`src/design/assert_macros.svh`:
```
// assertion macros shared by the pixel converter modules
`ifndef ASSERT_MACROS_SVH
`define ASSERT_MACROS_SVH

// same-cycle implication, sampled on clk, off during reset
`define AM_ASSERT_IMP(lbl, ante, cons, msg) \
	lbl: assert property (@(posedge clk) disable iff (!arst_n) (ante) |-> (cons)) \
		else $error(msg);

// next-cycle implication, sampled on clk, off during reset
`define AM_ASSERT_NXT(lbl, ante, cons, msg) \
	lbl: assert property (@(posedge clk) disable iff (!arst_n) (ante) |=> (cons)) \
		else $error(msg);

`endif

```
`src/design/mp8_pkg.sv`:
```
// types and constants of the masked pixel to rgba8 converter
`timescale 1ns / 1ps
`default_nettype none

package mp8_pkg;

	localparam int unsigned WORD_W   = 32;
	localparam int unsigned QUO_W    = 8;
	localparam int unsigned PROD_W   = WORD_W + QUO_W;
	localparam int unsigned NUM_CH   = 4;
	localparam int unsigned FRONT_STAGES = 2;
	localparam int unsigned NUM_STAGES   = FRONT_STAGES + QUO_W;

	localparam int unsigned CH_RED   = 0;
	localparam int unsigned CH_GREEN = 1;
	localparam int unsigned CH_BLUE  = 2;
	localparam int unsigned CH_ALPHA = 3;

	localparam logic [QUO_W-1:0] CHAN_MAX = 8'd255;

	// pixel size codes
	localparam logic [5:0] PIX_BITS_DEF = 6'd0;
	localparam logic [5:0] PIX_BITS_16  = 6'd16;
	localparam logic [5:0] PIX_BITS_24  = 6'd24;
	localparam logic [5:0] PIX_BITS_32  = 6'd32;

	localparam logic [WORD_W-1:0] MASK_24 = 32'h00FF_FFFF;
	localparam logic [WORD_W-1:0] MASK_16 = 32'h0000_FFFF;

	// reset values of the registers
	localparam logic [WORD_W-1:0] RST_RED_MASK   = 32'h00FF_0000;
	localparam logic [WORD_W-1:0] RST_GREEN_MASK = 32'h0000_FF00;
	localparam logic [WORD_W-1:0] RST_BLUE_MASK  = 32'h0000_00FF;
	localparam logic [WORD_W-1:0] RST_ALPHA_MASK = 32'hFF00_0000;

	typedef enum logic [2:0] {
		CFG_PIXEL_BITS   = 3'd0,
		CFG_RED_MASK     = 3'd1,
		CFG_GREEN_MASK   = 3'd2,
		CFG_BLUE_MASK    = 3'd3,
		CFG_ALPHA_MASK   = 3'd4,
		CFG_ALPHA_ENABLE = 3'd5
	} cfg_idx_t;

	typedef struct packed {
		logic [5:0]                        pixel_bits;
		logic [NUM_CH-1:0][WORD_W-1:0]     mask;
		logic                              alpha_enable;
	} cfg_t;

	// one channel on its way through the divider
	typedef struct packed {
		logic [PROD_W-1:0] rem;
		logic [WORD_W-1:0] div;
		logic [QUO_W-1:0]  q;
		logic              sat;
	} chan_t;

	typedef struct packed {
		chan_t [NUM_CH-1:0] ch;
		logic               last;
	} pix_t;

endpackage

`default_nettype wire

```
`src/design/mp8_front.sv`:
```
// byte select, channel masking and dividend setup (stages 1 and 2)
`timescale 1ns / 1ps
`default_nettype none

module mp8_front (
	input  wire logic                        clk,
	input  wire logic                        arst_n,
	input  wire logic                        en_s1,
	input  wire logic                        en_s2,
	input  wire logic                        in_valid,
	input  wire logic [mp8_pkg::WORD_W-1:0]  pixel_word,
	input  wire logic                        last_in,
	input  wire mp8_pkg::cfg_t               cfg,
	output      logic                        vld_s1,
	output      logic                        vld_s2,
	output      mp8_pkg::pix_t               data_s2
);

	// lowest run of ones of a mask, left in place
	function automatic logic [mp8_pkg::WORD_W-1:0] low_run(
		input logic [mp8_pkg::WORD_W-1:0] m
	);
		logic [mp8_pkg::WORD_W-1:0] lsb;
		logic [mp8_pkg::WORD_W:0]   sum;
		lsb = m & (~m + mp8_pkg::WORD_W'(1));
		sum = {1'b0, m} + {1'b0, lsb};
		return m & ~sum[mp8_pkg::WORD_W-1:0];
	endfunction

	logic [mp8_pkg::WORD_W-1:0]                       sel_word;
	logic [mp8_pkg::NUM_CH-1:0][mp8_pkg::WORD_W-1:0]  mv_nxt;
	logic [mp8_pkg::NUM_CH-1:0][mp8_pkg::WORD_W-1:0]  run_nxt;
	logic [mp8_pkg::NUM_CH-1:0]                       force_nxt;

	logic [mp8_pkg::NUM_CH-1:0][mp8_pkg::WORD_W-1:0]  mv_s1;
	logic [mp8_pkg::NUM_CH-1:0][mp8_pkg::WORD_W-1:0]  run_s1;
	logic [mp8_pkg::NUM_CH-1:0]                       force_s1;
	logic                                             last_s1;

	mp8_pkg::pix_t s2_nxt;

	always_comb begin
		unique case (cfg.pixel_bits)
			mp8_pkg::PIX_BITS_DEF, mp8_pkg::PIX_BITS_32: sel_word = pixel_word;
			mp8_pkg::PIX_BITS_24: sel_word = pixel_word & mp8_pkg::MASK_24;
			mp8_pkg::PIX_BITS_16: sel_word = pixel_word & mp8_pkg::MASK_16;
			default:              sel_word = '0;
		endcase
		for (int c = 0; c < mp8_pkg::NUM_CH; c++) begin
			mv_nxt[c]    = sel_word & cfg.mask[c];
			run_nxt[c]   = low_run(cfg.mask[c]);
			force_nxt[c] = (cfg.mask[c] == '0);
		end
		if (!cfg.alpha_enable) begin
			force_nxt[mp8_pkg::CH_ALPHA] = 1'b1;
		end
	end

	always_ff @(posedge clk or negedge arst_n) begin
		if (!arst_n) begin
			vld_s1 <= 1'b0;
			vld_s2 <= 1'b0;
		end else begin
			if (en_s1) vld_s1 <= in_valid;
			if (en_s2) vld_s2 <= vld_s1;
		end
	end

	always_ff @(posedge clk) begin
		if (en_s1) begin
			mv_s1    <= mv_nxt;
			run_s1   <= run_nxt;
			force_s1 <= force_nxt;
			last_s1  <= last_in;
		end
	end

	// dividend 255 * value; a value above the run, an empty mask or alpha off saturates
	always_comb begin
		s2_nxt.last = last_s1;
		for (int c = 0; c < mp8_pkg::NUM_CH; c++) begin
			s2_nxt.ch[c].rem = {mv_s1[c], mp8_pkg::QUO_W'(0)}
				- mp8_pkg::PROD_W'(mv_s1[c]);
			s2_nxt.ch[c].div = run_s1[c];
			s2_nxt.ch[c].q   = '0;
			s2_nxt.ch[c].sat = force_s1[c] | (mv_s1[c] > run_s1[c]);
		end
	end

	always_ff @(posedge clk) begin
		if (en_s2) data_s2 <= s2_nxt;
	end

endmodule

`default_nettype wire

```
`config.mk`:
```
export PLATFORM = sky130hd
export DESIGN_NAME = mp8_front
export DESIGN_NICKNAME = d
export VERILOG_FILES = /design/src/design/assert_macros.svh /design/src/design/mp8_pkg.sv /design/src/design/mp8_front.sv
export SDC_FILE = /design/constraint.sdc
export NUM_CORES = 1
export LEC_CHECK = 0
export ABC_AREA = 1
export BUFFER_PORTS_ARGS = -buffer_cell sky130_fd_sc_hd__buf_2
export CORE_UTILIZATION = 45
export DETAILED_ROUTE_END_ITERATION = 6
export HOLD_SLACK_MARGIN = 0.1
export PLACE_DENSITY = 0.67
export SLEW_MARGIN = 10
export SYNTH_ARGS = -nofsm -noshare
export SYNTH_HDL_FRONTEND = slang
export SYNTH_SLANG_ARGS = --single-unit
export TNS_END_PERCENT = 5
```
`constraint.sdc`:
```
create_clock -name clk -period 1.9 [get_ports clk]
set_input_delay 0.285 -clock clk [delete_from_list [all_inputs] [get_ports clk]]
set_output_delay 0.285 -clock clk [all_outputs]
set_load 0.1 [all_outputs]
```
==> metrics.yaml, run 1 <==
p_int_uw: 25600
finalHoldViolCount: 0
clock_path_buffers: 3
skew_ns: 0.0320
r2r_end: "data_s2[320]"
netlist_top_cells_count: "939 x nand2_1, 738 x nor2_1, 711 x inv_1"
design.core.area_um2: 80400
grt_max_degree: 61
crit_path_end: "data_s2[320]"
switchingPower_uw: 14900
fin_crit_ns: 2.30
die_w_um: 287
yosys.area.top_type_share_pct: 45.6
yosysTopAreaCell: "edfxtp_1"
hp-class: "input port to flop"
endpoint_kind: "flop"
p_leak_uw: 0.0263
io_buffers: 467
synth_enable_flop_cells: 554
antenna_found_initial: 5
clock_sinks: 556
placed_area_um2: 50300
fin_cells: 7480
crit_start: "mv_s1[116]"
critPathMaxFanout: 5
slew_violations: 0
pin_count: 500
post-place-ws_ns: -0.610
setup_viol: 118
synth.avg_cell_area_um2: 8.18
cts_htree_levels: 2
reg2reg_from: "mv_s1[116]"
clk_pin_slew_ns: 0.07
synth_ff_type: "edfxtp_1"
cp.required_ns: 2.25
finish.instance_area_um2: 56000
initial_core_util_pct: 45.4
synth_cell_types: 49
first_global_vias: 38049
drt-vias-per-instance: 5.18
maxCapViolations: 0
dp.cells: 7250
p_sw_share_pct: 36.8
maxSlewHeadroom_pct: 60.6
crit_arrival_ns: 2.64
numCtsBuffers: 59
wirelength_um: 147000
p_seq_share_pct: 37.6
synth-seq-cells: 556
postSynthCellCount: 4461
synth.area.top_cells: "edfxtp_1 46%, nand2_1 9.7%, ha_1 7.8%"
yosys_warnings: 0
yosysMostFrequentCell: "nand2_1"
setup.worst_path.start_class: "flop"
die_area_um2: 82200
peakVddDrop_mv: 0.722
async_reset_ff_share_pct: 0.360
clk-insertion-delay-late_ns: 0.64
rr_worst_depth: 11
num-nets-final: 6774
worst-setup-path-type: "flop to flop"
outcome: "complete, but fails checks"
drc: 0
chipHeight_um: 287
tightestPinTransition_ns: 0.595
avgRoutedWirePerCell_um: 19.6
syn_area_um2: 36500
track_usage_pct: 34.3
routabilityCongestion: 1.01
drt-initial-drc-count: 2988
clockRootBuffer: "clkbuf_16"
violations: "negative setup slack"
r2r_slack_ns: -0.40
p_per_area_nw_per_um2: 722
vias: 38771
dp_hpwl_um: 117000
grt_overflow: 0
clock.fmax_ghz: 0.436
firstDrtPassIters: 6
rows: 104
final_layout_size_suffix_gt1_share_pct: 39.8
yosysSeqAreaShare_pct: 45.7
fin_crit_sh_pct: 121
grt_pass1_wl_um: 213000
fin_ws_ns: -0.395
grt_setup_unrepaired: "true"
clockPowerShare_pct: 28.4
p_comb_share_pct: 34.0
cts_tree: "built"
area_growth_pct: 53.5
drtAntennaViolNets: 0
-- cells in the final DEF, fill, tap and decap left out, types with 17 or more instances in the layout --
cell type      instances
a21oi_1              177
nand3_1              192
buf_6                 26
buf_4               1285
inv_1                661
nor3_2                25
dlygate4sd3_1         38
ha_1                 140
nor2_4                40
a21oi_2               75
buf_12                46
nor2_2               100
conb_1                32
o21ai_2               25
nand4_1               61
xnor2_1               35
nand2_1              865
xor2_1               104
o21ai_0              107
a21oi_4               17
nor3_1                40
nand2_2               93
inv_2                 57
edfxtp_1             554
clkbuf_16             61
buf_2                463
nand3_2               25
a31oi_1               37
nor2_1               646
o21ai_1               52
ha_4                  82
-- power groups by stage --
stage	combinational, uW	sequential [uW]	clock (uW)
after CTS	13000	15200	11600
after global routing	14500	15300	12000
after floorplan	3420	19500	0
after global placement	12100	15400	0
final	13800	15200	11500
after detailed placement	12300	15400	0
-- area by class of cell --
class / instances / area [um2]
Inverter: 720 / 2710
Clock buffer: 69 / 1560
Clock inverter: 37 / 332
Timing Repair Buffer: 1862 / 13600
Sequential cell: 556 / 16700
Fill cell: 6354 / 24400
Antenna cell: 2 / 5.00
Multi-Input combinational cell: 3174 / 19800
Tap cell: 1060 / 1330
-- worst max-delay path, stage by stage, from the launching register on --
cell and delay [ns]:
edfxtp_1 0.41, buf_4 0.16, ha_4 0.25, nand2_1 0.07, nand2_1 0.06, buf_4 0.13
a31oi_2 0.16, buf_4 0.15, o21ai_0 0.07, a31oi_1 0.18, o211ai_1 0.18, xor2_1 0.19
-- layer usage --
layer	global-route usage (%)	share of wire, %	up-vias
li1	-	-	18649
met1	42.1	40	18149
met2	58.6	48	1555
met3	4.16	6.2	412
met4	18.7	6.5	6
met5	0	0.029	-
-- stage by stage --
stage	util, %	total power, uW	TNS [ns]	hold WS (ns)
after floorplan	-	22900	-3.13	-0.0106
after global placement	62.5	27600	-62.58	0.0723
after detailed placement	62.5	27700	-64.54	0.0729
after CTS	67.7	39800	-26.62	0.101
after global routing	69.7	41700	-38.87	0.0949
final	69.7	40500	-28.07	0.0837
-- sequential cells by signal, summed over array words and instances (netlist names) --
name / flops
run_s1: 128
force_s1: 4
data_s2: 293
mv_s1: 128
last_s1: 1
vld_s1: 1
vld_s2: 1
-- repair_timing --
| action | CTS | global route |
|---|---|---|
| setup buffers | 54 | 31 |
| setup endpoints to repair | 124 | 171 |
| gates resized for setup | 307 | 350 |
| hold endpoints to repair | 70 | 0 |
| hold buffers | 38 | 0 |
| pin swaps | 68 | 83 |
-- cells by family after synthesis --
group | share of synthesized area [%]
AO/OA/AOI/OAI | 9.74
AND/OR/NAND/NOR | 24.8
buffers and inverters | 8.27
XOR/XNOR | 3.60
other | 0.0103
adder cells (fa/ha/maj) | 7.82
flip-flops | 45.7
-- how the worst min path moves through the flow --
| stage | from | end | slack, ns | cells past startpoint |
|---|---|---|---|---|
| after CTS | cfg[34] | run_s1[34] | 0.10 | 4 |
| after global placement | arst_n | vld_s2 | 0.07 | 1 |
| after floorplan | arst_n | vld_s1 | -0.01 | 0 |
| final | cfg[99] | run_s1[98] | 0.08 | 4 |
| after global routing | cfg[99] | run_s1[98] | 0.09 | 4 |
| after detailed placement | arst_n | vld_s1 | 0.07 | 1 |
Note: power is estimated with default switching activity, not from simulation.
==> run 2: changes to the inputs <==
Settings changed: CTS_CLUSTER_SIZE from default to 8, PLACE_DENSITY 0.67 to default, SKIP_LAST_GASP from default to 1.
Clock period 1.9 ns to 2.9 ns, I/O delays scaled along.
==> metrics.yaml, run 2 (synthesized netlist as in run 1, its figures left out) <==
outcome: "complete, but fails checks"
violations: "design-rule violations"
numCtsBuffers: 80
avgRoutedWirePerCell_um: 21.6
top_regs: "data_s2: 293 flops, mv_s1: 128 flops, run_s1: 128 flops"
path_common_cell: "nand2_1"
fin_crit_ns: 2.68
endpoint_kind: "flop"
clockRootBuffer: "clkbuf_16"
finalHoldViolCount: 0
max_stage_delay_ns: 0.51
cts_htree_levels: 3
final_common_cell: "nand2_1"
clk-insertion-delay-late_ns: 0.63
grt_setup_unrepaired: "false"
antenna_found_initial: 20
clock_sinks: 556
routabilityCongestion: 1.01
crit_arrival_ns: 3.05
wirelength_um: 134000
design.core.area_um2: 80400
rows: 104
initial_core_util_pct: 45.4
track_usage_pct: 31.7
final_cell_mix: "939 x nand2_1, 738 x nor2_1, 711 x inv_1"
grt_overflow: 0
first_global_vias: 31759
cts_setup_buffers: 0
clk_pin_slew_ns: 0.05
cp_cell_sequence: "ha_1, nand2_1, nor2_1, nand3_1, o21ai_1, nand2_1, and2_1, o21bai_1, nand2_1, nand2_1, xor2_1"
grt_pass1_wl_um: 194000
grt_max_degree: 81
largest_register_ffs: 293
clock.fmax_ghz: 0.373
vias: 33315
die_area_um2: 82200
chipHeight_um: 287
critPathMaxFanout: 5
skew_ns: 0.0159
num-nets-final: 5513
slew_violations: 0
worst_path_max_delay_cell: "edfxtp_1"
io_buffers: 467
dp_hpwl_um: 110000
peakVddDrop_mv: 0.516
finish.instance_area_um2: 43000
setup_viol: 0
tightestPinTransition_ns: 0.732
placed_area_um2: 40800
worst-setup-path-type: "flop to flop"
final_layout_size_suffix_gt1_share_pct: 15.2
fin_tns_setup_ns: 0
firstDrtPassIters: 7
clock_path_buffers: 3
p_per_area_nw_per_um2: 577
hp-class: "input port to async pin"
drt-vias-per-instance: 5.38
setup.worst_path.start_class: "flop"
fin_crit_sh_pct: 92.5
drt-initial-drc-count: 2903
area_growth_pct: 17.9
maxSlewHeadroom_pct: 51.1
cts_tree: "built"
drc: 4
drtAntennaViolNets: 0
cp.required_ns: 3.27
top_register: "data_s2"
die_w_um: 287
maxCapViolations: 0
p_leak_uw: 0.0196
pin_count: 500
==> run 2: where the power goes <==
part / total, uW / internal (uW) / switching (uW) / leakage (uW)
sequential: 9970 / 9610 / 360 / 0.00537
combinational: 6690 / 1330 / 5360 / 0.0132
clock: 8160 / 4840 / 3320 / 0.00102
==> run 2: final timing paths <==
kind | from | endpoint | slack (ns) | depth (start not counted)
max | mv_s1[2] | data_s2[73] | 0.22 | 11
min | arst_n | vld_s1 | 0.13 | 2
max reg2reg | mv_s1[2] | data_s2[73] | 0.22 | 11
min reg2reg | run_s1[99] | data_s2[256] | 0.44 | 0
max in group asynchronous | arst_n | vld_s2 | 2.67 | 2
min in group clk | cfg[32] | run_s1[31] | 0.16 | 3
==> run 2: layout make-up <==
type                            count  area [um2]
Fill cell                        7935       37400
Antenna cell                       10        25.0
Clock inverter                      8        60.1
Multi-Input combinational cell   3174       16900
Timing Repair Buffer              580        3320
Clock buffer                       82        2010
Inverter                          720        2700
Tap cell                         1060        1330
Sequential cell                   556       16700
==> run 2: critical path, delay by kind of cell (launching register included) <==
family / cells / cell delay [ns]
DFF: 1 / 0.51
xor gates and xnor gates: 1 / 0.06
AOI/OAI and AO/OA: 2 / 0.58
adders and majority gates: 1 / 0.45
and+or+nand+nor: 7 / 0.84
==> run 2: repair_timing <==
action                                  CTS  global route
hold endpoints to repair                 13             0
hold buffers                             12             0
gates resized for setup                   0             1
endpoints found under the setup margin    0             1
==> run 2: stage by stage <==
stage / setup slack (ns) / util [%] / hold slack [ns] / cells / power [uW]
floorplan: 0.756 / - / 0.139 / 4492 / 15000
global placement: 0.124 / 50.8 / 0.222 / 6078 / 16700
detailed placement: 0.129 / 50.8 / 0.226 / 6078 / 16700
CTS: 0.131 / 53.5 / 0.100 / 6180 / 25000
global route: 0.0512 / 53.5 / 0.127 / 6180 / 25700
finish: 0.219 / 53.5 / 0.128 / 6190 / 24800
==> run 2: per-layer routing <==
layer | up-vias | track usage [%] | part of all wire (%)
met5 | - | 0 | 0.094
met4 | 20 | 12.4 | 3.9
met3 | 275 | 6.43 | 8.1
met2 | 1415 | 53.2 | 47
met1 | 15475 | 40.1 | 41
li1 | 16130 | - | -
