$ cat src/design/assert_macros.svh
// assertion macros shared by the pixel converter modules
`ifndef ASSERT_MACROS_SVH
`define ASSERT_MACROS_SVH

// same-cycle implication, sampled on clk, off during reset
`define AM_ASSERT_IMP(lbl, ante, cons, msg) \
	lbl: assert property (@(posedge clk) disable iff (!arst_n) (ante) |-> (cons)) \
		else $error(msg);

// next-cycle implication, sampled on clk, off during reset
`define AM_ASSERT_NXT(lbl, ante, cons, msg) \
	lbl: assert property (@(posedge clk) disable iff (!arst_n) (ante) |=> (cons)) \
		else $error(msg);

`endif

$ cat src/design/mp8_pkg.sv
// types and constants of the masked pixel to rgba8 converter
`timescale 1ns / 1ps
`default_nettype none

package mp8_pkg;

	localparam int unsigned WORD_W   = 32;
	localparam int unsigned QUO_W    = 8;
	localparam int unsigned PROD_W   = WORD_W + QUO_W;
	localparam int unsigned NUM_CH   = 4;
	localparam int unsigned FRONT_STAGES = 2;
	localparam int unsigned NUM_STAGES   = FRONT_STAGES + QUO_W;

	localparam int unsigned CH_RED   = 0;
	localparam int unsigned CH_GREEN = 1;
	localparam int unsigned CH_BLUE  = 2;
	localparam int unsigned CH_ALPHA = 3;

	localparam logic [QUO_W-1:0] CHAN_MAX = 8'd255;

	// pixel size codes
	localparam logic [5:0] PIX_BITS_DEF = 6'd0;
	localparam logic [5:0] PIX_BITS_16  = 6'd16;
	localparam logic [5:0] PIX_BITS_24  = 6'd24;
	localparam logic [5:0] PIX_BITS_32  = 6'd32;

	localparam logic [WORD_W-1:0] MASK_24 = 32'h00FF_FFFF;
	localparam logic [WORD_W-1:0] MASK_16 = 32'h0000_FFFF;

	// reset values of the registers
	localparam logic [WORD_W-1:0] RST_RED_MASK   = 32'h00FF_0000;
	localparam logic [WORD_W-1:0] RST_GREEN_MASK = 32'h0000_FF00;
	localparam logic [WORD_W-1:0] RST_BLUE_MASK  = 32'h0000_00FF;
	localparam logic [WORD_W-1:0] RST_ALPHA_MASK = 32'hFF00_0000;

	typedef enum logic [2:0] {
		CFG_PIXEL_BITS   = 3'd0,
		CFG_RED_MASK     = 3'd1,
		CFG_GREEN_MASK   = 3'd2,
		CFG_BLUE_MASK    = 3'd3,
		CFG_ALPHA_MASK   = 3'd4,
		CFG_ALPHA_ENABLE = 3'd5
	} cfg_idx_t;

	typedef struct packed {
		logic [5:0]                        pixel_bits;
		logic [NUM_CH-1:0][WORD_W-1:0]     mask;
		logic                              alpha_enable;
	} cfg_t;

	// one channel on its way through the divider
	typedef struct packed {
		logic [PROD_W-1:0] rem;
		logic [WORD_W-1:0] div;
		logic [QUO_W-1:0]  q;
		logic              sat;
	} chan_t;

	typedef struct packed {
		chan_t [NUM_CH-1:0] ch;
		logic               last;
	} pix_t;

endpackage

`default_nettype wire

$ cat src/design/mp8_div_step.sv
// one restoring divide step for all four channels, one register stage
`timescale 1ns / 1ps
`default_nettype none

`include "assert_macros.svh"

module mp8_div_step #(
	parameter int unsigned BIT = 7
) (
	input  wire logic            clk,
	input  wire logic            arst_n,
	input  wire logic            en,
	input  wire logic            in_valid,
	input  wire mp8_pkg::pix_t   data_in,
	output      logic            vld_s,
	output      mp8_pkg::pix_t   data_s
);

	logic [mp8_pkg::NUM_CH-1:0][mp8_pkg::PROD_W-1:0] dsh;
	mp8_pkg::pix_t d_nxt;

	always_comb begin
		d_nxt = data_in;
		for (int c = 0; c < mp8_pkg::NUM_CH; c++) begin
			dsh[c] = mp8_pkg::PROD_W'(data_in.ch[c].div) << BIT;
			if (data_in.ch[c].rem >= dsh[c]) begin
				d_nxt.ch[c].rem    = data_in.ch[c].rem - dsh[c];
				d_nxt.ch[c].q[BIT] = 1'b1;
			end
		end
	end

	always_ff @(posedge clk or negedge arst_n) begin
		if (!arst_n) begin
			vld_s <= 1'b0;
		end else if (en) begin
			vld_s <= in_valid;
		end
	end

	always_ff @(posedge clk) begin
		if (en) data_s <= d_nxt;
	end

	// red remainder stays below the shifted divisor once this bit is settled, unless saturated
	`AM_ASSERT_IMP(a_rem_bound, vld_s && !data_s.ch[mp8_pkg::CH_RED].sat,
		data_s.ch[mp8_pkg::CH_RED].rem < (mp8_pkg::PROD_W'(data_s.ch[mp8_pkg::CH_RED].div) << BIT),
		"divide step left remainder above divisor")

endmodule

`default_nettype wire

$ cat config.mk
export PLATFORM = sky130hd
export DESIGN_NAME = mp8_div_step
export DESIGN_NICKNAME = d
export VERILOG_FILES = /design/src/design/mp8_pkg.sv /design/src/design/mp8_div_step.sv
export VERILOG_INCLUDE_DIRS = /design/src /design/src/design
export SDC_FILE = /design/constraint.sdc
export NUM_CORES = 1
export LEC_CHECK = 0
export ABC_AREA = 1
export BUFFER_PORTS_ARGS = -buffer_cell sky130_fd_sc_hd__clkbuf_2
export CELL_PAD_IN_SITES_DETAIL_PLACEMENT = 1
export CELL_PAD_IN_SITES_GLOBAL_PLACEMENT = 2
export CORE_MARGIN = 2
export CORE_UTILIZATION = 32
export DETAILED_ROUTE_END_ITERATION = 7
export PLACE_DENSITY_LB_ADDON = 0.15
export SETUP_SLACK_MARGIN = 0.1
export SLEW_MARGIN = 20
export SYNTH_ARGS = -nofsm -noshare
export SYNTH_HDL_FRONTEND = slang
export SYNTH_SLANG_ARGS = --single-unit
export TNS_END_PERCENT = 100
$ cat constraint.sdc
create_clock -name clk -period 2.2 [get_ports clk]
set_clock_uncertainty 0.15 [all_clocks]
set_input_delay 0.33 -clock clk [delete_from_list [all_inputs] [get_ports clk]]
set_output_delay 0.33 -clock clk [all_outputs]
set_load 0.005 [all_outputs]
==> impl_metrics.sql, run 1 <==
INSERT INTO impl_metrics (metric_group, metric, value, unit) VALUES
('outcome', 'outcome', 'finished, final reports clean', ''),
('detailed_routing', 'ant_nets', '0', ''),
('cts', 'clk_sinks', '326', ''),
('critical_path', 'critical_path.most_common_cell', 'nand2_1', ''),
('die', 'rows', '98', ''),
('synth', 'syn-mean-instance-area', '7.482', 'um2'),
('cts', 'path_clk_slew', '60', 'ps'),
('synth', 'synth_area_leader_cell', 'edfxtp_1', ''),
('cts', 'clk-insertion-delay-late', '570', 'ps'),
('synth', 'post_synth_edffs', '325', ''),
('critical_path', 'cp_class', 'input pin to flop', ''),
('cts', 'clock_path_buffers', '3', ''),
('grt', 'largest_net_degree_at_the_start_of_global_routing', '68', ''),
('critical_path', 'slowest_stage', 'dlygate4sd3_1', ''),
('sta', 'finalCriticalPeriod', '2068', 'ps'),
('cells_and_area', 'count_of_nets_after_finishing', '5081', ''),
('detailed_routing', '1st_pass_router_iterations', '4', ''),
('critical_path', 'worst-path-max-fanout', '14', ''),
('place', 'place_hpwl', '84.84', 'mm'),
('sta', 'timing.slew.headroom', '74.41', '%'),
('die', 'die_height', '272.5', 'um'),
('detailed_routing', 'avgRoutedWirePerCell', '19.18', 'um'),
('synth', 'share_of_synthesized_area_occupied_by_flip_flops_and_latches', '42.41', '%'),
('synth', 'mappedNetlistArea', '0.02307', 'mm2'),
('critical_path', 'critPathMaxStageDelay', '550', 'ps'),
('synth', 'yosys-top-cells-count', 'nand2_1 (1177), inv_1 (655), edfxtp_1 (325)', ''),
('grt', 'antenna_found_initial', '12', ''),
('synth', 'yosys_register_bits', '326', ''),
('power_and_ir_drop', 'vdd.ir_drop.worst', '0.0005972', 'V'),
('critical_path', 'crit_family', 'buffers and inverters', ''),
('grt', 'grt_first_pass_wirelength', '160.3', 'mm'),
('detailed_routing', 'via_per_inst', '4.594', ''),
('critical_path', 'worstPathArrival', '2350', 'ps'),
('synth', 'syn-num-nets', '3544', ''),
('run', 'max-cap-violations', '0', ''),
('detailed_routing', 'drc', '0', ''),
('critical_path', 'crit_chain', 'dlygate4sd3_1 -> clkbuf_2 -> nor2_1 -> buf_4 -> nand2_1 -> nor2_1 -> nand2_1 -> nor2_2 -> nor2_4 -> nand2_8 -> buf_6 -> nand3_2 -> nand2_1', ''),
('place', 'placedInstanceArea', '0.03175', 'mm2'),
('cells_and_area', 'final_cell_area', '0.03631', 'mm2'),
('sta', 'count_of_final_hold_check_violations', '0', ''),
('synth', 'synth.most_common_cell', 'nand2_1', ''),
('critical_path', 'cp-end-kind', 'flop', ''),
('detailed_routing', 'detailedRoute.firstIterationViolations', '1147', ''),
('cts', 'clock-root-buffer', 'clkbuf_16', ''),
('cells_and_area', 'final.fill_count', '9039', ''),
('cells_and_area', 'drive_above_1_share', '31.76', '%'),
('cells_and_area', 'syn2layout_area_growth', '57.41', '%'),
('critical_path', 'buffering_stage_count_on_the_worst_path_with_inverters_included', '4', ''),
('die', 'die_area', '0.07425', 'mm2'),
('die', 'i_o_pins', '655', ''),
('sta', 'grt_setup_unrepaired', 'yes', ''),
('power_and_ir_drop', 'p_leak', '19.75', 'nW'),
('critical_path', 'timing.critical_path.required', '2490', 'ps'),
('synth', 'synth-warning-count', '0', ''),
('critical_path', 'start_kind', 'input pin', ''),
('cells_and_area', 'final-instance-count-excl-fill', '5605', ''),
('cts', 'cts_tree', 'built', ''),
('power_and_ir_drop', 'power.density_cell_area', '602.6', 'mW/mm2'),
('sta', 'setup_viol', '0', ''),
('place', 'gp_congestion', '0.9439', ''),
('place', 'dp_cells', '5230', ''),
('synth', 'postSynth.topFlopCell', 'edfxtp_1', ''),
('min_path', 'timing.hold.worst.class', 'input pin to flop', ''),
('grt', 'globalRouteOverflowTotal', '0', ''),
('cts', 'cts-buffers-inserted', '40', ''),
('sta', 'number_of_max_slew_violations_in_the_final_report', '0', ''),
('sta', 'worst-slew-pin-transition', '383.9', 'ps'),
('synth', 'post_synth_main_area_contributors', 'edfxtp_1 (42%), nand2_1 (19%), inv_1 (11%)', ''),
('detailed_routing', 'route.final.wire_length', '107.5', 'mm'),
('synth', 'async_flop_share', '0.3067', '%'),
('grt', 'groute.usage.overall', '28.09', '%'),
('die', 'floorplan.initialDensity', '32.27', '%'),
('die', 'die_w', '272.5', 'um'),
('place', 'buffer_ports.inserted', '654', ''),
('die', 'core', '0.07149', 'mm2'),
('cts', 'h_tree_levels', '2', ''),
('grt', 'grt_pass1_vias', '28199', ''),
('synth', 'yosysTopAreaCellShare', '42.31', '%'),
('sta', 'period_share', '94.00', '%'),
('sta', 'maxClockFrequency', '483.6', 'MHz'),
('detailed_routing', 'vias', '25751', ''),
('synth', 'synth_cells', '3083', ''),
('synth', 'ys_types', '37', '');
==> metrics by stage <==
| step | util (%) | setup TNS, ps | power (W) | worst slack [ps] | hold WS (ps) |
|---|---|---|---|---|---|
| 6_report | 50.79 | 0 | 0.02188 | 132.0 | 36.46 |
| 5_1_grt | 50.79 | 0 | 0.02299 | 55.61 | 27.49 |
| 4_1_cts | 50.26 | 0 | 0.02188 | 115.1 | 4.458 |
| 3_5_place_dp | 44.42 | -56050 | 0.01466 | -574.3 | -43.75 |
| 3_3_place_gp | 44.42 | -52260 | 0.01451 | -519.7 | -44.03 |
| 2_1_floorplan | - | 0 | 0.01089 | 98.47 | -115.6 |
==> layout make-up <==
type,instances,area (um2),area share [%]
flip-flops and latches,326,9784,26.95
repair buffers,1527,10800,29.73
multi-input cells,2061,10740,29.59
diodes,5,12.51,0.03446
well taps,950,1189,3.273
clock buffers,50,1060,2.919
inverters,664,2497,6.878
clock inverters,22,227.7,0.6271
==> cells in the final DEF, fill, tap and decap left out, drive strengths merged <==
cell type    Yosys  final
a21o             6      6
a21oi           76     76
and2            32     32
and3             3      3
buf             36    585
bufinv           0      4
clkbuf           0    704
clkinv           0     12
clkinvlp         0      1
dfrtp            1      1
diode            0      5
dlygate4sd3      0    288
edfxtp         325    325
fa               4      4
ha             128    128
inv            664    669
mux2             1      1
nand2         1213   1217
nand3          242    242
nand3b          33     33
nand4           13     13
nor2           196    196
nor3            33     33
o21ai            8      8
o21bai           1      1
or2              9      9
xnor2            3      3
xor2            56     56
==> sequential cells by signal, summed over array words and instances, names as in the netlist <==
register,flops
data_s,325
vld_s,1
==> worst paths after layout <==
check / start / to / slack [ps] / cells past startpoint
min in group asynchronous: arst_n / vld_s$_DFFE_PN0P_ / 460 / 3
worst min register to register: vld_s$_DFFE_PN0P_ / vld_s$_DFFE_PN0P_ / 410 / 1
worst max register to register: vld_s$_DFFE_PN0P_ / vld_s$_DFFE_PN0P_ / 1270 / 1
max in group asynchronous: arst_n / vld_s$_DFFE_PN0P_ / 1340 / 3
worst max-delay path: data_in[208] / data_s[237]$_DFFE_PP_ / 130 / 13
worst min-delay path: data_in[309] / data_s[309]$_DFFE_PP_ / 40 / 3
==> logic make-up (layout without fill, tap and decap cells) <==
| family | count (synthesis) | count (layout) | share of synthesized area (%) |
|---|---|---|---|
| flops | 326 | 326 | 42.41 |
| mux | 1 | 1 | 0.04881 |
| simple gates | 1774 | 1778 | 33.83 |
| other cells | 0 | 5 | 0 |
| fa+ha+maj | 132 | 132 | 7.290 |
| compound gates | 91 | 91 | 2.067 |
| xor+xnor | 59 | 59 | 2.240 |
| buf+inv | 700 | 2263 | 12.11 |
==> where the power goes <==
group / leakage (nW) / switching, W / internal, W / total, W
logic: 15.9 / 0.00396 / 0.00325 / 0.00721
clock network: 0.628 / 0.00283 / 0.00390 / 0.00673
registers: 3.19 / 0.000258 / 0.00768 / 0.00794
==> tightest hold or removal path: cells and delay by family <==
kind / cells / cell delay (ps)
and+or+nand+nor: 2 / 180
buffers and inverters: 1 / 140
==> per-layer routing <==
layer	wire length, um	global-route usage, %	vias to the layer above
li1	-	-	12625
met1	43960	32.90	12230
met2	53530	50.94	710
met3	5962	5.210	176
met4	3960	10.18	10
met5	68	0	-
==> repair_timing <==
action                                 in CTS  in global routing
hold buffers                              288                  0
cloned                                      0                  5
setup endpoints to repair                  29                117
resized for setup                           2                 63
endpoints found under the hold margin     298                  0
pin swaps                                   0                 14
setup buffers                               0                  5
No activity file was read; power rests on OpenSTA's default activity.
==> run 2, diff against run 1 <==
--- a/config.mk
+++ b/config.mk
@@ -6,13 +6,15 @@
 export SDC_FILE = /design/constraint.sdc
 export NUM_CORES = 1
 export LEC_CHECK = 0
-export ABC_AREA = 1
+export ABC_AREA = 0
 export BUFFER_PORTS_ARGS = -buffer_cell sky130_fd_sc_hd__clkbuf_2
 export CELL_PAD_IN_SITES_DETAIL_PLACEMENT = 1
 export CELL_PAD_IN_SITES_GLOBAL_PLACEMENT = 2
-export CORE_MARGIN = 2
-export CORE_UTILIZATION = 32
+export CORE_AREA = 2 2 258 260
+export CTS_BUF_LIST = sky130_fd_sc_hd__clkbuf_8
 export DETAILED_ROUTE_END_ITERATION = 7
+export DIE_AREA = 0 0 260 262
+export GPL_TIMING_DRIVEN = 0
 export PLACE_DENSITY_LB_ADDON = 0.15
 export SETUP_SLACK_MARGIN = 0.1
 export SLEW_MARGIN = 20
==> run 2 against run 1 <==
Net effect:
- the flow now finishes with violations (negative setup slack)
- critical path type unchanged
- non-clock buffer count shrank 303
- sequential power is essentially flat
- wire length shrank 23%
- area after synthesis shrank 18%
- cell area shrank 8.5%
==> impl_metrics.sql, run 2 <==
INSERT INTO impl_metrics (metric_group, metric, value, unit) VALUES
('outcome', 'outcome', 'finished, violations left', ''),
('outcome', 'violations_in_the_final_reports', 'negative setup slack', ''),
('synth', 'post_synth_edffs', '325', ''),
('synth', 'ys_types', '84', ''),
('cts', 'clk-insertion-delay-late', '690', 'ps'),
('cts', 'clock_path_buffers', '3', ''),
('cts', 'cts_tree', 'built', ''),
('critical_path', 'worstSetupStartpoint', 'data_in[11]', ''),
('synth', 'post_synth_main_area_contributors', 'edfxtp_1 (52%), ha_1 (8.5%), a21o_1 (3.5%)', ''),
('sta', 'finalCriticalPeriod', '2530', 'ps'),
('grt', 'grt_first_pass_wirelength', '121.2', 'mm'),
('sta', 'timing.slew.headroom', '49.94', '%'),
('grt', 'groute.usage.overall', '23.15', '%'),
('detailed_routing', 'avgRoutedWirePerCell', '21.40', 'um'),
('critical_path', 'cp-end-kind', 'flop', ''),
('synth', 'share_of_synthesized_area_occupied_by_flip_flops_and_latches', '51.73', '%'),
('synth', 'yosys-top-cells-count', 'edfxtp_1 (325), inv_1 (159), a21oi_1 (130)', ''),
('critical_path', 'r2r_setup_slk', '1310', 'ps'),
('power_and_ir_drop', 'vdd.ir_drop.worst', '0.0004986', 'V'),
('critical_path', 'start_kind', 'input pin', ''),
('cts', 'path_clk_slew', '60', 'ps'),
('place', 'buffer_ports.inserted', '654', ''),
('power_and_ir_drop', 'p_leak', '14.70', 'nW'),
('place', 'dp_cells', '3227', ''),
('sta', 'setup_viol', '92', ''),
('sta', 'number_of_max_slew_violations_in_the_final_report', '0', ''),
('detailed_routing', 'vias', '18480', ''),
('cells_and_area', 'drive_above_1_share', '46.98', '%'),
('critical_path', 'worstReg2RegStart', 'vld_s$_DFFE_PN0P_', ''),
('die', 'i_o_pins', '655', ''),
('cells_and_area', 'final_common_cell', 'clkbuf_2', ''),
('die', 'die_w', '260', 'um'),
('synth', 'yosys_register_bits', '326', ''),
('cells_and_area', 'mostFrequentLayoutCells', 'clkbuf_2 (635), dlygate4sd3_1 (336), edfxtp_1 (325)', ''),
('synth', 'async_flop_share', '0.3067', '%'),
('critical_path', 'slowest_stage', 'a311o_1', ''),
('synth', 'synth.most_common_cell', 'edfxtp_1', ''),
('die', 'die_height', '262', 'um'),
('cells_and_area', 'final_cell_area', '0.03321', 'mm2'),
('die', 'rows', '94', ''),
('critical_path', 'cp_class', 'input pin to flop', ''),
('sta', 'final.setup.worst_slack', '-330.2', 'ps'),
('place', 'placedInstanceArea', '0.02426', 'mm2'),
('synth', 'yosysTopAreaCellShare', '51.59', '%'),
('detailed_routing', 'detailedRoute.firstIterationViolations', '807', ''),
('cells_and_area', 'regArea', '0.009784', 'mm2'),
('detailed_routing', 'route.final.wire_length', '82.59', 'mm'),
('cells_and_area', 'syn2layout_area_growth', '75.59', '%'),
('sta', 'count_of_final_hold_check_violations', '0', ''),
('run', 'max-cap-violations', '0', ''),
('min_path', 'timing.hold.worst.class', 'input pin to flop', ''),
('synth', 'synth_area_leader_cell', 'edfxtp_1', ''),
('critical_path', 'timing.reg2reg.worst_path_depth', '1', ''),
('place', 'place_hpwl', '58.70', 'mm'),
('synth', 'synth_cells', '1706', ''),
('sta', 'grt_setup_unrepaired', 'yes', ''),
('cells_and_area', 'fin_util', '50.88', '%'),
('cells_and_area', 'regMostFlops', 'data_s', ''),
('power_and_ir_drop', 'power.density_cell_area', '652.4', 'mW/mm2'),
('cts', 'clock-root-buffer', 'clkbuf_8', ''),
('cells_and_area', 'count_of_nets_after_finishing', '3393', ''),
('cells_and_area', 'number_of_flip_flops_under_the_largest_register_name', '325', ''),
('cts', 'cts-buffers-inserted', '60', ''),
('critical_path', 'critical_path.most_common_cell', 'o31a_1', ''),
('grt', 'antenna_found_initial', '17', ''),
('synth', 'postSynth.topFlopCell', 'edfxtp_1', ''),
('cells_and_area', 'largestRegisters', 'data_s (325), vld_s (1)', ''),
('place', 'gp_congestion', '0.8330', ''),
('critical_path', 'critPathMaxStageDelay', '350', 'ps'),
('detailed_routing', 'ant_nets', '0', ''),
('critical_path', 'worstPathArrival', '2830', 'ps'),
('cells_and_area', 'final.fill_count', '7096', ''),
('cts', 'h_tree_levels', '2', ''),
('critical_path', 'crit_chain', 'clkbuf_16 -> inv_6 -> ha_4 -> nor2b_4 -> o31a_1 -> o31a_1 -> o21ai_2 -> nand3_2 -> a41o_1 -> a311o_1 -> buf_6 -> buf_8 -> mux2_4', ''),
('synth', 'mappedNetlistArea', '0.01892', 'mm2'),
('synth', 'syn-num-nets', '2167', ''),
('detailed_routing', 'drc', '0', ''),
('grt', 'grt_pass1_vias', '20295', ''),
('die', 'die_area', '0.06812', 'mm2'),
('sta', 'period_share', '115.0', '%'),
('sta', 'maxClockFrequency', '395.2', 'MHz'),
('min_path', 'hold_path_depth', '4', ''),
('sta', 'worst-slew-pin-transition', '750.8', 'ps'),
('synth', 'synth-warning-count', '0', ''),
('synth', 'syn-mean-instance-area', '11.09', 'um2'),
('critical_path', 'timing.critical_path.required', '2500', 'ps'),
('die', 'floorplan.initialDensity', '28.98', '%'),
('min_path', 'hold_path.startpoint', 'data_in[215]', ''),
('cells_and_area', 'total_area_of_multi_input_combinational_cells', '0.01078', 'mm2'),
('grt', 'largest_net_degree_at_the_start_of_global_routing', '88', ''),
('detailed_routing', '1st_pass_router_iterations', '5', ''),
('grt', 'globalRouteOverflowTotal', '0', ''),
('die', 'core', '0.06528', 'mm2'),
('detailed_routing', 'via_per_inst', '4.788', ''),
('cts', 'clk_sinks', '326', ''),
('cells_and_area', 'final-instance-count-excl-fill', '3860', ''),
('critical_path', 'worst-path-max-fanout', '5', '');
## run 2: routing by layer
metal	up-vias	GRT usage, %	routed length [um]
met5	-	0	58
met3	104	6.221	5283
li1	8791	-	-
met2	497	43.26	43900
met4	8	6.865	1783
met1	9080	25.50	31560
## run 2: repair_timing
action | 4_1_cts | 5_1_grt
endpoints found under the setup margin | 135 | 136
endpoints found under the hold margin | 327 | 2
cloned | 16 | 2
hold buffers | 333 | 3
pin swaps | 121 | 104
setup buffers | 126 | 41
resized for setup | 379 | 243
## run 2: logic make-up (layout without fill, tap and decap cells)
group / after synthesis / in the layout / share of synthesized area [%]
AO/OA/AOI/OAI: 499 / 499 / 17.13
XOR/XNOR: 110 / 110 / 5.093
adder cells (fa/ha/maj): 132 / 132 / 8.890
buffers and inverters: 219 / 1497 / 4.796
flip-flops: 326 / 326 / 51.73
multiplexers: 41 / 41 / 2.765
other: 0 / 12 / 0
AND/OR/NAND/NOR: 379 / 379 / 9.604
## run 2: where the power goes
part	internal (W)	total (W)	switching [W]
sequential	0.00772	0.00794	0.000220
clock	0.00365	0.00658	0.00294
combinational	0.00365	0.00715	0.00350
## run 2: per-stage QoR
stage	setup WS (ps)	total power, W	hold slack (ps)	TNS [ps]
floorplan	-725.8	0.01079	-115.6	-58310
global placement	-5382	0.01302	-43.52	-1767610
detailed placement	-1466	0.01302	-41.12	-163220
CTS	-376.0	0.02137	-310.8	-13640
global route	-430.1	0.02274	37.49	-24430
finish	-330.2	0.02167	70.48	-17230
## run 2: cell type report
type	count	share of cell area, %
Clock buffer	60	2.486
Antenna cell	12	0.09041
Inverter	159	2.151
Multi-Input combinational cell	1161	32.46
Clock inverter	54	1.484
Timing Repair Buffer	1171	26.73
Sequential cell	326	29.46
Buffer	53	1.884
Tap cell	864	3.255
## run 2: worst max-delay path, delay by kind of cell
| kind | cells | cell delay [ps] |
|---|---|---|
| buf+inv | 4 | 470 |
| simple gates | 2 | 240 |
| mux | 1 | 290 |
| compound gates | 5 | 1300 |
| fa+ha+maj | 1 | 180 |
## run 2: final timing paths
kind,endpoint
min reg2reg,vld_s$_DFFE_PN0P_
max reg2reg,vld_s$_DFFE_PN0P_
min in group asynchronous,vld_s$_DFFE_PN0P_
min,data_s[215]$_DFFE_PP_
max,data_s[73]$_DFFE_PP_
max in group asynchronous,vld_s$_DFFE_PN0P_
